`src/hw/rtl/btin_pkg.sv`:
```
// Shared types and constants of the bilinear table interpolator.
package btin_pkg;

    // Function codes of an input beat.
    localparam logic FUNC_WRITE = 1'b0;
    localparam logic FUNC_QUERY = 1'b1;

    // Configuration register indexes.
    typedef enum logic [1:0] {
        CFG_ORIGIN_X       = 2'd0,
        CFG_ORIGIN_Y       = 2'd1,
        CFG_INVERSE_STEP_X = 2'd2,
        CFG_INVERSE_STEP_Y = 2'd3
    } t_cfg_idx;

    // Fixed-point constants.
    localparam logic [16:0] FRAC_ONE   = 17'd65536;
    localparam logic signed [51:0] ROUND_HALF = 52'sd2147483648;

    // Input beat.
    typedef struct packed {
        logic               func;
        logic [5:0]         write_col;
        logic [5:0]         write_row;
        logic signed [15:0] write_value;
        logic signed [31:0] query_x_a;
        logic signed [31:0] query_x_b;
        logic signed [31:0] query_y;
    } t_in;

    // Output beat.
    typedef struct packed {
        logic signed [15:0] value_a;
        logic signed [15:0] value_b;
    } t_out;

    // Per-stage load enables handed to the axis mappers and lanes.
    typedef struct packed {
        logic ld2;
        logic ld3;
        logic ld4;
        logic ld5;
        logic ld6;
        logic ld7;
    } t_adv;

endpackage

```
`src/hw/rtl/btin_axis_map.sv`:
```
// Three-stage mapper from a Q16.16 coordinate to a grid index and fraction.
module btin_axis_map #(
    parameter int N = 64
) (
    input  logic                 i_clk,
    input  btin_pkg::t_adv       i_adv,
    input  logic signed [31:0]   i_coord,
    input  logic [31:0]          i_origin,
    input  logic [31:0]          i_inv,
    output logic [$clog2(N)-1:0] o_idx,
    output logic [15:0]          o_frac
);

    localparam int IW = $clog2(N);
    localparam logic [31:0] LAST = 32'(N - 1);

    logic signed [33:0] n_diff;
    logic [31:0]        r_d;
    logic [63:0]        r_p;
    logic [IW-1:0]      r_idx;
    logic [15:0]        r_frac;

    // Clamp below at zero and subtract the origin exactly.
    always_comb begin
        if (i_coord < 0) begin
            n_diff = 34'sd0 - 34'(signed'(i_origin));
        end else begin
            n_diff = 34'(i_coord) - 34'(signed'(i_origin));
        end
    end

    // Positive offset, scaled product, then index and fraction split.
    always_ff @(posedge i_clk) begin
        if (i_adv.ld2) begin
            r_d <= (n_diff > 0) ? n_diff[31:0] : 32'd0;
        end
        if (i_adv.ld3) begin
            r_p <= 64'(r_d) * 64'(i_inv);
        end
        if (i_adv.ld4) begin
            if (r_p[63:32] >= LAST) begin
                r_idx  <= LAST[IW-1:0];
                r_frac <= 16'd0;
            end else begin
                r_idx  <= r_p[IW+31:32];
                r_frac <= r_p[31:16];
            end
        end
    end

    assign o_idx  = r_idx;
    assign o_frac = r_frac;

endmodule

```
`config.mk`:
```
export PLATFORM = sky130hd
export DESIGN_NAME = btin_axis_map
export DESIGN_NICKNAME = d
export VERILOG_FILES = /design/src/hw/rtl/btin_pkg.sv /design/src/hw/rtl/btin_axis_map.sv
export SDC_FILE = /design/constraint.sdc
export NUM_CORES = 2
export LEC_CHECK = 0
export BUFFER_PORTS_ARGS = -buffer_cell sky130_fd_sc_hd__buf_2
export CAP_MARGIN = 20
export CORE_AREA = 2 2 267 269
export CTS_CLUSTER_DIAMETER = 80
export DETAILED_ROUTE_END_ITERATION = 10
export DIE_AREA = 0 0 269 271
export PLACE_DENSITY = 0.72
export SLEW_MARGIN = 25
export SYNTH_ARGS = -nofsm -noshare
export SYNTH_HDL_FRONTEND = slang
export SYNTH_SLANG_ARGS = --single-unit
```
`constraint.sdc`:
```
create_clock -name i_clk -period 9.6 [get_ports i_clk]
set_input_delay 0.48 -clock i_clk [delete_from_list [all_inputs] [get_ports i_clk]]
set_output_delay 0.48 -clock i_clk [all_outputs]
set_load 0.02 [all_outputs]
```
Yosys cells after proc, flatten, opt, wreduce, memory -nomap -nowiden
Cells that the tools add are included.

ROM bits: 0. RAM bits: 0. Input bits: 103. Word-level logic and storage cells: 11. Output and inout port bits: 22. Flip-flop bits (word level): 118. Bits in latches: 0. Memories: 0.

Muxes and demuxes: 1. $lt $le $gt $ge: 3. Reductions and logical operators: 0. Equality and inequality tests: 0. Div/mod/pow operators: 0. Bitwise operators: 0. Shift operators: 0. Add/subtract/negate cells: 2. Multipliers: 1.

Operators by type and width (count): $mul 32x32->64 (1); $gt 34x1->1 const B (1); $mux 34 (1); $sub 1x32->33 const A (1); $sub 32x32->33 (1); $ge 32x6->1 const B (1); $lt 32x1->1 const B (1).

Longest topological paths before layout
Depth after elaboration: 3. Mapped depth: 29. Depth with buffers taken out: 28.

Worst setup path after synthesis
Ideal clock, no wire load.

Kind: input -> register. From: input port i_inv[17]. To: register r_p[62], data pin. Arrival time: 7.063 ns. Setup slack: 2.266 ns. Data required time: 9.329 ns. Buffers on the path: 1. Library setup time: 0.271 ns. Stages: 27. Cell sequence: clkbuf_1 and2_1 fa_1 inv_1 fa_1 inv_1 fa_1 inv_1 fa_1 inv_1 fa_1 fa_1 fa_1 inv_1 fa_1 inv_1 ha_1 a21o_1 a31oi_1 nand2_1 a211oi_1 a21oi_1 nor2_1 o21ai_1 a41oi_1 mux2i_1 o2111ai_1.

Word-level cells in the longest chain between the ends: 1.

Ends and longest elaborated chain: start: declaration (RTL line btin_axis_map.sv:9) `input logic [31:0] i_inv,`; $mul 32x32->64 (RTL line btin_axis_map.sv:38) `r_p <= 64'(r_d) * 64'(i_inv);`; end signal: assignment (RTL line btin_axis_map.sv:38); end: declaration (RTL line btin_axis_map.sv:19) `logic [63:0] r_p;`.

Every way passes these cells. A chain may end at the register's enable or synchronous reset.

Worst setup path in the final report
From: register r_d[9]. To: register r_p[41], data pin.

Word-level cells in the longest chain between the ends: 1.

Ends and longest elaborated chain: start: declaration (RTL line btin_axis_map.sv:18) `logic [31:0] r_d;`; start signal: assignment (RTL line btin_axis_map.sv:35) `r_d <= (n_diff > 0) ? n_diff[31:0] : 32'd0;`; $mul 32x32->64 (RTL line btin_axis_map.sv:38).

Every way passes these cells.

==> flow_metrics.env <==
export IMPL_start_util=0.549
export IMPL_die_h_um=271
export IMPL_grt_max_degree=49
export IMPL_path_class="reg -> reg"
export IMPL_finalCriticalPeriod_ps=8750
export IMPL_crit_required_ps=9780
export IMPL_clkTransAtPathRegs_ps=100
export IMPL_drive_gt1_frac=0.0489
export IMPL_syn_nets=5382
export IMPL_coreArea_um2=69800
export IMPL_area_delta_synth_final_pct=4.61
export IMPL_ant_nets=0
export IMPL_ys_ff_latch=102
export IMPL_dp_hpwl_mm=78.7
export IMPL_nets=5357
export IMPL_clockBufferDepth=2
export IMPL_synth_largest_area_cell="fa_1"
export IMPL_cts_setup_buffers=0
export IMPL_rsz0062_at_grt="false"
export IMPL_cts_max_level=3
export IMPL_skew_ps=18.0
export IMPL_route_detailed_drc=0
export IMPL_tightest_slew_ps=1180
export IMPL_drt_iter0_drc=1713
export IMPL_totalWireLength_mm=101
export IMPL_drtPass1Iterations=5
export IMPL_synth_distinct_cells=55
export IMPL_end_kind="flip-flop"
export IMPL_synth_ff_type="edfxtp_1"
export IMPL_post_cts_resized=0
export IMPL_status="finished clean"
export IMPL_nFillCells=6229
export IMPL_gp_congestion=0.921
export IMPL_synth_edf_count=102
export IMPL_ctsHoldBuffers=0
export IMPL_vias=27807
export IMPL_avgSynthCellArea_um2=9.36
export IMPL_yosysSeqAreaShare=0.0800
export IMPL_vias_per_cell=5.54
export IMPL_startpoint="r_d[9]$_SDFFCE_PP0P_"
export IMPL_synth_most_common_cell="inv_1"
export IMPL_min_period_over_period=0.912
export IMPL_async_flop_share=0
export IMPL_r2r_start="r_d[9]$_SDFFCE_PP0P_"
export IMPL_cts_num_sinks=102
export IMPL_worstPathMaxFanout=22
export IMPL_setup_viol=0
export IMPL_synthTopCellsByCount="950 x inv_1, 896 x fa_1, 641 x and2_1"
export IMPL_slew_violations=0
export IMPL_arrival_ps=8930
export IMPL_ios=125
export IMPL_grt_pass1_wl_mm=164
export IMPL_fin_tns_setup_ps=0
export IMPL_yosys_top_cells_area="fa_1 47%, and2_1 10%, ha_1 9.5%"
export IMPL_clock_root_buffer="clkbuf_16"
export IMPL_mappedNetlistArea_um2=38300
export IMPL_die_area_um2=72900
export IMPL_cts_tree="yes"
export IMPL_grt_usage=0.295
export IMPL_grt_ovfl_total=0
export IMPL_antenna_found_initial=4
export IMPL_slew_headroom=0.213
export IMPL_max_cap_viol_count=0
export IMPL_fmax_ghz=0.114
export IMPL_synth_top_area_frac=0.468
export IMPL_yosysWarnings=0
export IMPL_num_rows=97
export IMPL_die_x_um=269
export IMPL_syn_inst=4092
export IMPL_grt_pass1_vias=30183
export IMPL_numCtsBuffers=9
export IMPL_hold_viol_final=0
export IMPL_hold_class="in -> reg"
export IMPL_worstSetupStartpointType="flip-flop"
export IMPL_detail_route_wl_per_cell_um=20.2
export IMPL_min_from="i_origin[31]"
export IMPL_port_buffers=121
export IMPL_insertion_delay_ps=420
-- final cells by class --
class                      instances  area [um^2]  share of cell area
clock inverter                     7         91.3             0.00228
clock buffer                       9          225             0.00562
tap                              940         1180              0.0294
timing repair buffer             177         1040              0.0261
antenna                            3         7.51            0.000187
multi-input combinational       2827        30900               0.771
sequential                       102         3060              0.0765
inverter                         950         3570              0.0890
-- final timing paths --
path                                                 to  slack, ps  cells past startpoint
worst max-delay path                  r_p[41]$_DFFE_PP_        850                     26
worst min-delay path              r_d[31]$_SDFFCE_PP0P_        380                      2
worst max register to register        r_p[41]$_DFFE_PP_        850                     26
worst min register to register  o_frac[2]$_SDFFCE_PP0P_        520                      1
-- state kept, by name, summed over array words and instances, names as in the netlist --
name / flops
r_d: 32
o_idx: 6
r_p: 48
o_frac: 16
-- worst max-delay path, cell delays in order, from the launching register on --
cell and delay, ps:
edfxtp_1 870, and2_1 400, fa_1 500, inv_1 50, fa_1 530, inv_1 50
fa_1 500, inv_1 50, fa_1 530, inv_1 50, fa_1 490, fa_1 430
fa_1 490, inv_1 50, fa_1 530, inv_1 60, ha_1 370, a21o_1 200
a31oi_1 190, nand2_1 80, a211oi_1 390, a21oi_1 190, nor2_1 200, o21ai_0 190
a311oi_1 730, o21ai_0 220, xnor2_1 160
-- stage by stage --
step           area, um^2   util  hold WS [ps]  setup slack [ps]  cells
2_1_floorplan       38300      -           496              2270   4092
3_3_place_gp        39700  0.569           504               957   4994
5_1_grt             40100  0.574           384               611   5015
4_1_cts             40000  0.573           351               958   5011
3_5_place_dp        39700  0.569           504               870   4995
6_report            40100  0.574           379               847   5015
-- layout by cell type (no fill, tap or decap), types with 5 or more instances in the layout --
cell and instances:
or3_1 5, edfxtp_1 102, o2111ai_1 5, nand2b_1 16
fa_1 896, o21bai_1 18, xnor2_1 48, and4_1 5
buf_2 120, xor2_1 25, o21ai_0 45, a211oi_1 11
ha_1 291, a21oi_1 76, buf_4 55, o21a_1 12
nand3_1 11, a21o_1 58, o21ai_1 5, nor2b_1 44
nor3_1 12, and3_1 16, nand4_1 20, clkbuf_16 9
nor4_1 9, nor2_1 55, and2_1 641, inv_1 950
nand2_1 444, a31oi_1 12
-- kinds of logic (layout without fill, tap and decap cells) --
kind of cell | Yosys count | in the layout | share of synthesized area
AO/OA/AOI/OAI | 285 | 285 | 0.0489
XOR/XNOR | 73 | 73 | 0.0167
adder cells (fa/ha/maj) | 1187 | 1187 | 0.564
buffers and inverters | 1163 | 1143 | 0.114
flip-flops | 102 | 102 | 0.0800
multiplexers | 1 | 1 | 0.000261
other | 0 | 3 | 0
AND/OR/NAND/NOR | 1281 | 1281 | 0.176
-- routing by layer --
| layer | vias to the layer above | share of wire | wire length, um | track usage |
|---|---|---|---|---|
| met4 | 2 | 0.059 | 5950 | 0.156 |
| li1 | 12011 | - | - | - |
| met3 | 368 | 0.071 | 7150 | 0.0476 |
| met5 | - | 0.000099 | 10 | 0 |
| met1 | 14311 | 0.37 | 37900 | 0.364 |
| met2 | 1115 | 0.50 | 50300 | 0.496 |
Power is left out: the tool's default activity adds up to more than one toggle a clock period on the data nets, which glitch-free logic cannot reach.
